==> src/sv/pff_pkg.sv <==
// ----------------------------------------------------------------------------
// pff_pkg: shared types and constants for the Pareto front filter
// Holds the field widths, the stored entry layout, the per-lane result type
// and the domination compare used by every lane.
// ----------------------------------------------------------------------------
`default_nettype none

package pff_pkg;

    // Fixed widths of the transaction fields.
    localparam int SLOT_BITS    = 3;
    localparam int MAIN_BITS    = 4;
    localparam int VALUE_KINDS  = 10;
    localparam int VALUE_BITS   = 16;
    localparam int MASK_BITS    = 10;
    localparam int REMOVED_BITS = 7;
    localparam int REMOVED_MAX  = (1 << REMOVED_BITS) - 1;

    // Main kinds that are accepted whatever the effective mask says.
    localparam logic [MAIN_BITS-1:0] MAIN_EXEMPT_A = MAIN_BITS'(3);
    localparam logic [MAIN_BITS-1:0] MAIN_EXEMPT_B = MAIN_BITS'(6);

    // Defaults for the top level parameters.
    localparam int DEF_ENTRIES_PER_SLOT = 64;
    localparam int DEF_SLOT_COUNT       = 5;
    localparam int DEF_LANE_COUNT       = 4;

    typedef logic [VALUE_KINDS-1:0][VALUE_BITS-1:0] value_vec_t;

    typedef struct packed {
        logic                 valid;
        logic [MAIN_BITS-1:0] main;
        value_vec_t           values;
    } entry_t;

    // Control from the sequencer to one lane.
    typedef struct packed {
        logic rd_en;
        logic cmp_en;
        logic live;
        logic ext_wr_en;
        logic ext_wr_valid;
    } lane_ctrl_t;

    // What one lane found for the entry it compared.
    typedef struct packed {
        logic dom;
        logic removed;
        logic is_free;
    } lane_res_t;

    // Running summary of one scan.
    typedef struct packed {
        logic                    dom;
        logic                    found;
        logic [REMOVED_BITS-1:0] removed;
    } merge_sum_t;

    function automatic int addr_bits(input int depth);
        return (depth > 1) ? $clog2(depth) : 1;
    endfunction

    // True when a is at least b in every selected value kind.
    function automatic logic covers(input value_vec_t a, input value_vec_t b,
                                    input logic [VALUE_KINDS-1:0] kinds);
        logic ok;
        ok = 1'b1;
        for (int k = 0; k < VALUE_KINDS; k++) begin
            if (kinds[k] && (a[k] < b[k])) begin
                ok = 1'b0;
            end
        end
        return ok;
    endfunction

endpackage

`default_nettype wire

==> src/sv/pff_merge.sv <==
// ----------------------------------------------------------------------------
// pff_merge: combines lane results over one scan
// Ors the domination flags, counts removals with saturation and keeps the
// lowest free entry position seen after removals.
// ----------------------------------------------------------------------------
`default_nettype none

module pff_merge
    import pff_pkg::*;
#(
    parameter int ENTRIES_PER_SLOT = DEF_ENTRIES_PER_SLOT,
    parameter int LANE_COUNT       = DEF_LANE_COUNT
) (
    input  wire logic                  clk,
    input  wire logic                  rst_n,
    input  wire logic                  start,
    input  wire logic                  acc_en,
    input  wire logic [addr_bits((ENTRIES_PER_SLOT + LANE_COUNT - 1) /
        LANE_COUNT)-1:0]               row,
    input  wire lane_res_t             res [LANE_COUNT],
    output      merge_sum_t            sum,
    output      logic [addr_bits((ENTRIES_PER_SLOT + LANE_COUNT - 1) /
        LANE_COUNT)-1:0]               free_row,
    output      logic [addr_bits(LANE_COUNT)-1:0] free_lane
);

    localparam int ROWS   = (ENTRIES_PER_SLOT + LANE_COUNT - 1) / LANE_COUNT;
    localparam int ROW_W  = addr_bits(ROWS);
    localparam int LANE_W = addr_bits(LANE_COUNT);
    localparam int SUM_W  = REMOVED_BITS + 1;

    merge_sum_t          sum_reg;
    logic [ROW_W-1:0]    free_row_reg;
    logic [LANE_W-1:0]   free_lane_reg;

    logic                row_dom;
    logic                row_free;
    logic [LANE_W-1:0]   row_lane;
    logic [SUM_W-1:0]    row_pop;
    logic [SUM_W-1:0]    total;

    always_comb begin
        row_dom  = 1'b0;
        row_free = 1'b0;
        row_lane = '0;
        row_pop  = '0;
        for (int l = LANE_COUNT - 1; l >= 0; l--) begin
            row_dom = row_dom | res[l].dom;
            row_pop = row_pop + SUM_W'(res[l].removed);
            if (res[l].is_free) begin
                row_free = 1'b1;
                row_lane = LANE_W'(l);
            end
        end
        total = {1'b0, sum_reg.removed} + row_pop;
    end

    always_ff @(posedge clk or negedge rst_n) begin
        if (!rst_n) begin
            sum_reg <= '0;
        end else if (start) begin
            sum_reg <= '0;
        end else if (acc_en) begin
            sum_reg.dom <= sum_reg.dom | row_dom;
            if (total > SUM_W'(REMOVED_MAX)) begin
                sum_reg.removed <= REMOVED_BITS'(REMOVED_MAX);
            end else begin
                sum_reg.removed <= total[REMOVED_BITS-1:0];
            end
            if (!sum_reg.found && row_free) begin
                sum_reg.found <= 1'b1;
            end
        end
    end

    // Rows arrive in order, so the first row with a free lane is the lowest.
    always_ff @(posedge clk) begin
        if (acc_en && !sum_reg.found && row_free) begin
            free_row_reg  <= row;
            free_lane_reg <= row_lane;
        end
    end

    assign sum       = sum_reg;
    assign free_row  = free_row_reg;
    assign free_lane = free_lane_reg;

endmodule

`default_nettype wire

==> config.mk <==
export PLATFORM = sky130hd
export DESIGN_NAME = pff_merge
export DESIGN_NICKNAME = d
export VERILOG_FILES = /design/src/sv/pff_pkg.sv /design/src/sv/pff_merge.sv
export SDC_FILE = /design/constraint.sdc
export NUM_CORES = 1
export LEC_CHECK = 0
export BUFFER_PORTS_ARGS = -buffer_cell sky130_fd_sc_hd__buf_2
export CORE_MARGIN = 3
export CORE_UTILIZATION = 49
export DETAILED_ROUTE_END_ITERATION = 6
export PLACE_DENSITY = 0.82
export SETUP_SLACK_MARGIN = 0.15
export SLEW_MARGIN = 20
export SYNTH_ARGS = -nofsm -noshare
export SYNTH_HDL_FRONTEND = slang
export SYNTH_SLANG_ARGS = --single-unit
==> constraint.sdc <==
create_clock -name clk -period 2.46 [get_ports clk]
set_input_delay 0.369 -clock clk [delete_from_list [all_inputs] [get_ports clk]]
set_output_delay 0.369 -clock clk [all_outputs]
set_load 0.1 [all_outputs]
==> results of run 1 <==
-- worst max-delay path by stage --
stage,from,endpoint,slack (ns),cells past startpoint
floorplan,res[1],sum[6]$_DFFE_PN0P_,0.29,8
global placement,res[1],sum[6]$_DFFE_PN0P_,0.18,9
detailed placement,res[1],sum[6]$_DFFE_PN0P_,0.15,9
CTS,res[1],sum[6]$_DFFE_PN0P_,0.45,9
global route,res[1],sum[0]$_DFFE_PN0P_,0.31,7
finish,res[1],sum[6]$_DFFE_PN0P_,0.44,9
-- cell families after synthesis --
group	after synthesis	synth area share
flops	15	0.5047
simple gates	18	0.1418
compound gates	20	0.2072
buf+inv	11	0.05607
fa+ha+maj	4	0.09034
-- placed cells by master (no fill, tap or decap), types with 3 or more instances in the layout --
| master | instances |
|---|---|
| buf_2 | 34 |
| inv_1 | 9 |
| dfrtp_1 | 8 |
| nor2_1 | 6 |
| edfxtp_1 | 6 |
| a21oi_1 | 4 |
| a211oi_1 | 3 |
| fa_1 | 3 |
| clkbuf_4 | 3 |
-- report_power, final --
group          internal (mW)  switching, mW  total (mW)
clock network         0.0604         0.0795       0.140
registers              0.277         0.0108       0.287
logic                 0.0450          0.158       0.203
-- worst reg2reg max path, cell delays in order (launching register included) --
cell and delay [ns]:
dfrtp_2 0.42, inv_1 0.08, fa_1 0.20, inv_1 0.06
fa_1 0.40, and3_4 0.18, and3_1 0.17, a211oi_2 0.17
-- metal layers --
metal	track usage	wire, um	share of wire	vias to the layer above
met4	0.1420	48	0.028	0
met1	0.2228	684	0.40	313
met2	0.3049	813	0.47	33
met5	0	0	0	-
li1	-	-	-	327
met3	0.05078	167	0.097	4
-- final cells by class --
cell class	count	area, um2	share of cell area
repair buffers	35	180.2	0.1767
inverters	9	33.78	0.03313
well taps	15	18.77	0.01840
clock buffers	3	22.52	0.02209
clock inverters	1	5.005	0.004908
multi-input cells	42	352.8	0.3460
flip-flops and latches	15	406.6	0.3988
-- repair_timing --
item | CTS | global route
setup endpoints to repair | 0 | 0
hold buffers | 1 | 0
endpoints found under the hold margin | 9 | 0
==> summary.md, run 1 <==
| Metric | Value |
|---|---|
| Final hold vios | 0 |
| #FFs+latches synth | 15 |
| Max clock buf depth | 2 |
| Min Hold Slack | about 0.26 ns |
| Synth area leader | dfrtp_1 |
| Critical R2R Launch | sum[0]$_DFFE_PN0P_ |
| Synth warn | 0 |
| Worst-margin pin slew | 0.4888 ns |
| # diodes | 0 |
| DRC Markers | 0 |
| Layout cell share with drive strength beyond 1 | 0.4381 |
| Via density | around 5.6 |
| Worst R2R Path Depth | 7 |
| Post-route insts no fill | 120 |
| Inserted Clock Buffers | 3 |
| CP max FO | 4 |
| Synthesized Nets | between 90 and 100 |
| TritonRoute pass-1 iters | 4 |
| Slowest CP cell | fa_1 |
| Max incr delay on CP | 0.52 ns |
| Antenna Nets Post-Route | 0 |
| Total wire length | ~1.7 mm |
| Hold Startpoint | row[1] |
| Inst Count DP | ~120 |
| Largest net degree at the start of global routing | 11 |
| Row count | 13 |
| R2R Path End | sum[6]$_DFFE_PN0P_ |
| Fillers | roughly 120 |
| Async set-reset flop share out of synthesis | 0.6000 |
| Setup crit end kind | flip-flop |
| Post-synth top cells | 9 x dfrtp_1, 9 x inv_1, 6 x edfxtp_1, 6 x nor2_1, 4 x a21oi_1 |
| Die area | 0.002161 mm2 |
| Static leakage | a little under 0.5 nW |
| Vias in the first global route | around 600 |
| CP top delay family | adder cells |
| Cell Area, Placed | roughly 980 um2 |
| WHS Path Cells | 1 |
| Crit-path most repeated cell | fa_1 |
| Final setup margin | between 0.4 and 0.5 ns |
| Setup violations, final | 0 |
| Seq/Total Area, Yosys | 0.5047 |
| PortBufs | 34 |
| Main flop type after synthesis | dfrtp_1 |
| Initial antenna violation count | 0 |
| Global-route wire length before repair | about 2.7 mm |
| Core area | 0.001415 mm2 |
| Clock-pin slew on the worst setup and hold paths | around 0.09 ns |
| Post-CTS sizing | 0 |
| RSZ-0062 raised after global routing | false |
| Worst slack, placed | 0.1477 ns |
| Maximum vdd drop | approximately 0.00044 V |
| Mapped cell area | roughly 800 um2 |
| Average size of a mapped cell | about 12 um2 |
| Run status | finished, final reports clean |
| R2r setup slk | around 0.7 ns |
| Max reg flops | 9 |
| Post-synth EDFFs | 6 |
| GR Overflow Total | 0 |
| Setup bufs post-CTS | 0 |
| Req. time, crit path | approximately 2.7 ns |
| Cells along the critical path | buf_2, fa_1, inv_1, fa_1, inv_1, fa_1, and3_4, a31oi_1, a211oi_2 |
| Area contributors post-synth | dfrtp_1 28%, edfxtp_1 22%, fa_1 7.5%, inv_1 4.2%, a211oi_1 2.8% |
| NumNets Final | 130 |
| WS Path Type | in2reg |
| Slew Viols, Final | 0 |
| CTS HTree Levels | 1 |
| Die Y | about 46 um |
| Total GRT Usage | 0.1935 |
| Wire per inst | 14.28 um |
| Worst-Skew Late Latency | between 0.2 and 0.3 ns |
| Distinct cell type count after synthesis | 30 |
| Iter 0 DRT Violations | 16 |
| Synth Instances | between 60 and 70 |
| Post-layout minimum cycle time | about 2.0 ns |
| Vias | a little under 700 |
| Gpl congestion | between 0.8 and 0.9 |
| Util after Layout | 0.7206 |
| Yosys top cell area share | 0.2804 |
| Die X | roughly 46 um |
| Worst setup SP type | primary input |
| Starting Density | 0.5676 |
| HP Class | in2reg |
| Dpl hpwl | ~1.4 mm |
| Post-route cell area | between 0.001 and 0.0015 mm2 |
| Max Cap Viol | 0 |
| Boundary pin count | 35 |
| CP arrival | between 2 and 2.5 ns |
| Hold Path End | free_row[1]$_DFFE_PP_ |
| Sink Count | 15 |
| CTS tree | yes |
| Layout area overhead | 26.95% |
| Final Skew | about 0.0025 ns |
| Max Fclk | 495.6 MHz |
| Crit share post-route | 0.8203 |
| Root buffer cell | clkbuf_4 |
| Design Power | 0.6303 mW |
| TNS Setup | 0 ns |
| P per Cell Area | between 600 and 700 mW/mm2 |
| Worst path buffer plus inverter count | 3 |
| Slew headroom | 0.6729 |
(Power assumes the default switching activity.)
==> run 2, diff against run 1 <==
--- a/config.mk
+++ b/config.mk
@@ -7,9 +7,9 @@
 export LEC_CHECK = 0
 export BUFFER_PORTS_ARGS = -buffer_cell sky130_fd_sc_hd__buf_2
 export CORE_MARGIN = 3
-export CORE_UTILIZATION = 49
+export CORE_UTILIZATION = 45
 export DETAILED_ROUTE_END_ITERATION = 6
-export PLACE_DENSITY = 0.82
+export PLACE_DENSITY = 0.76
 export SETUP_SLACK_MARGIN = 0.15
 export SLEW_MARGIN = 20
 export SYNTH_ARGS = -nofsm -noshare
==> constraint.sdc (replaced) <==
create_clock -name clk -period 2 [get_ports clk]
set_input_delay 0.3 -clock clk [delete_from_list [all_inputs] [get_ports clk]]
set_output_delay 0.3 -clock clk [all_outputs]
set_load 0.1 [all_outputs]
==> run 2 against run 1 <==
  * Global-route usage down 2.7 points
  * Routed wire length about the same
  * First-iteration DRC count down 63%
  * Sequential cell count unchanged
  * Register-to-register slack worse by 0.38 ns
  * Final area up 5.0%
  * Worst setup slack worse by 0.30 ns
  * Via count down 1.9%
  * Highest routed layer is now met3
  * Utilization down 4.9 points
  * Critical path type unchanged
  * Non-clock buffer count up 2
  * Critical path depth unchanged
==> summary.md, run 2 (same netlist as run 1, synthesis figures left out) <==
| Metric | Value |
|---|---|
| Req. time, crit path | 2.20 ns (-0.46 ns) |
| CP top delay family | adder cells |
| Cells along the critical path | buf_6, fa_1, inv_1, fa_2, inv_2, fa_2, a41oi_1, or2_1, a41oi_2 |
| Core area | 0.001594 mm2 (+13%) |
| Max reg flops | 9 (unchanged) |
| Slew Viols, Final | 0 (unchanged) |
| Final Skew | 0.004960 ns (+0.002451 ns) |
| Met2 usage | 0.3099 (+0.004951) |
| NumNets Final | 132 (+1.5%) |
| Vias in the first global route | 610 (+2.3%) |
| Max Fclk | approximately 540 MHz |
| Gpl congestion | 0.7745 (-6.5%) |
| Run status | finished, final reports clean |
| TNS Setup | 0 ns (unchanged) |
| Setup crit end kind | flip-flop |
| TritonRoute pass-1 iters | 3 (-1) |
| Sink Count | 15 (unchanged) |
| Slowest CP cell | fa_1 |
| Max incr delay on CP | 0.52 ns (about the same) |
| Iter 0 DRT Violations | 6 (-10) |
| Static leakage | 0.4967 nW (+1.4%) |
| Post-layout minimum cycle time | 1.854 ns |
| Fillers | 127 (+7.6%) |
| Worst-margin pin slew | 0.4907 ns (+0.001836 ns) |
| DRC Markers | 0 (unchanged) |
| GR Overflow Total | 0 (unchanged) |
| Worst path buffer plus inverter count | 3 (unchanged) |
| Grt peak-use layer | met2 |
| HP Class | in2reg |
| P per Cell Area | 736.4 mW/mm2 (+19%) |
| Total GRT Usage | 0.1660 (-0.02749) |
| Global-route wire length before repair | 2.677 mm (-1.5%) |
| Register area | 407.9 um2 (+0.31%) |
| Multi-input logic area | 370.4 um2 (+5.0%) |
| Dpl hpwl | 1.364 mm (-0.78%) |
| Met3 Usage GRT | 0.03690 (-0.01388) |
| Initial antenna violation count | 0 (unchanged) |
| Most frequent cells in the layout | 33 x buf_2, 8 x inv_1, 7 x dfrtp_1 |
| PortBufs | 34 (unchanged) |
| Boundary pin count | 35 (unchanged) |
| Final hold vios | 0 (unchanged) |
| Slew headroom | 0.6751 (+0.002230) |
| RSZ-0062 raised after global routing | true |
| Row count | 14 (+1) |
| Cell Area, Placed | 0.001015 mm2 (+3.3%) |
| Wire per inst | 13.08 um (-8.5%) |
| Largest net degree at the start of global routing | 11 (unchanged) |
| Crit share post-route | 0.9268 |
| Worst-Skew Late Latency | 0.28 ns (about the same) |
| Max clock buf depth | 2 (unchanged) |
| Most common cell after layout, fill and taps aside | buf_2 |
| Worst setup SP type | primary input |
| Via density | 5.069 (-10%) |
| Die area | 0.002328 mm2 (+7.7%) |
| Layout area overhead | 33.33% |
| Vias | 664 (-1.9%) |
| Post-route cell area | 0.001071 mm2 (+5.0%) |
| CTS HTree Levels | 1 (unchanged) |
| R2r setup slk | 0.32 ns (-0.38 ns) |
| WS Path Type | in2reg |
| CP arrival | 2.06 ns (-0.16 ns) |
| Max Cap Viol | 0 (unchanged) |
| Die X | 48.25 um (+3.8%) |
| Setup violations, final | 0 (unchanged) |
| CP max FO | 3 (-1) |
| Total wire length | 1.713 mm (about the same) |
| Layout cell share with drive strength beyond 1 | 0.5047 (+0.06658) |
| CTS tree | yes |
| Maximum vdd drop | 0.0003722 V (-15%) |
| Starting Density | 0.5039 (-0.06371) |
| Antenna Nets Post-Route | 0 (unchanged) |
| Crit-path most repeated cell | fa_2 |
| Clock-pin slew on the worst setup and hold paths | 0.10 ns (about the same) |
| Root buffer cell | clkbuf_4 |
| Inserted Clock Buffers | 3 (unchanged) |
| Die Y | 48.25 um (+3.8%) |
| Met1 usage | 0.1921 (-0.03064) |
| # diodes | 0 (unchanged) |
| Setup bufs post-CTS | 0 (unchanged) |
==> run 2: what timing repair did <==
| action | CTS | global route |
|---|---|---|
| endpoints found under the hold margin | 9 | 0 |
| pin swaps | 0 | 2 |
| setup endpoints to repair | 2 | 6 |
| resized for setup | 3 | 0 |
| hold buffers | 1 | 0 |
==> run 2: final timing paths <==
path                       cells after the start                    end               start
max                                            9     sum[4]$_DFFE_PN0P_              res[1]
min in group asynchronous                      2     sum[5]$_DFFE_PN0P_               rst_n
min reg2reg                                    2     sum[8]$_DFFE_PN0P_  sum[8]$_DFFE_PN0P_
max in group asynchronous                      2     sum[0]$_DFFE_PN0P_               rst_n
max reg2reg                                    7     sum[6]$_DFFE_PN0P_  sum[0]$_DFFE_PN0P_
min                                            1  free_row[3]$_DFFE_PP_              row[3]
==> run 2: report_power, final <==
| part | leakage [nW] | total, mW | internal, mW | switching [mW] |
|---|---|---|---|---|
| registers | 0.175 | 0.354 | 0.341 | 0.0133 |
| clock network | 0.0177 | 0.175 | 0.0742 | 0.101 |
| logic | 0.304 | 0.260 | 0.0637 | 0.196 |
==> run 2: final cells by class <==
| cell class | count | share of cell area |
|---|---|---|
| clock buffers | 3 | 0.02103 |
| inverters | 9 | 0.03154 |
| well taps | 24 | 0.02804 |
| repair buffers | 37 | 0.1881 |
| flip-flops and latches | 15 | 0.3808 |
| multi-input cells | 42 | 0.3458 |
| clock inverters | 1 | 0.004673 |
==> run 2: metal layers <==
layer | vias to the layer above | part of all wire
li1 | 329 | -
met3 | 0 | 0.060
met5 | - | 0
met4 | 0 | 0
met2 | 21 | 0.52
met1 | 314 | 0.42
==> run 2: through the flow <==
| stage | setup slack, ns | hold slack, ns | cells | utilization | total power [mW] |
|---|---|---|---|---|---|
| global placement | -0.1361 | 0.1641 | 126 | 0.6366 | 0.6154 |
| CTS | 0.1259 | 0.1801 | 131 | 0.6719 | 0.7962 |
| detailed placement | -0.2070 | 0.1661 | 126 | 0.6366 | 0.6189 |
| global route | 0.03780 | 0.1771 | 131 | 0.6719 | 0.8317 |
| floorplan | -0.03013 | 0.004409 | 68 | - | 0.5571 |
| finish | 0.1465 | 0.1846 | 131 | 0.6719 | 0.7887 |
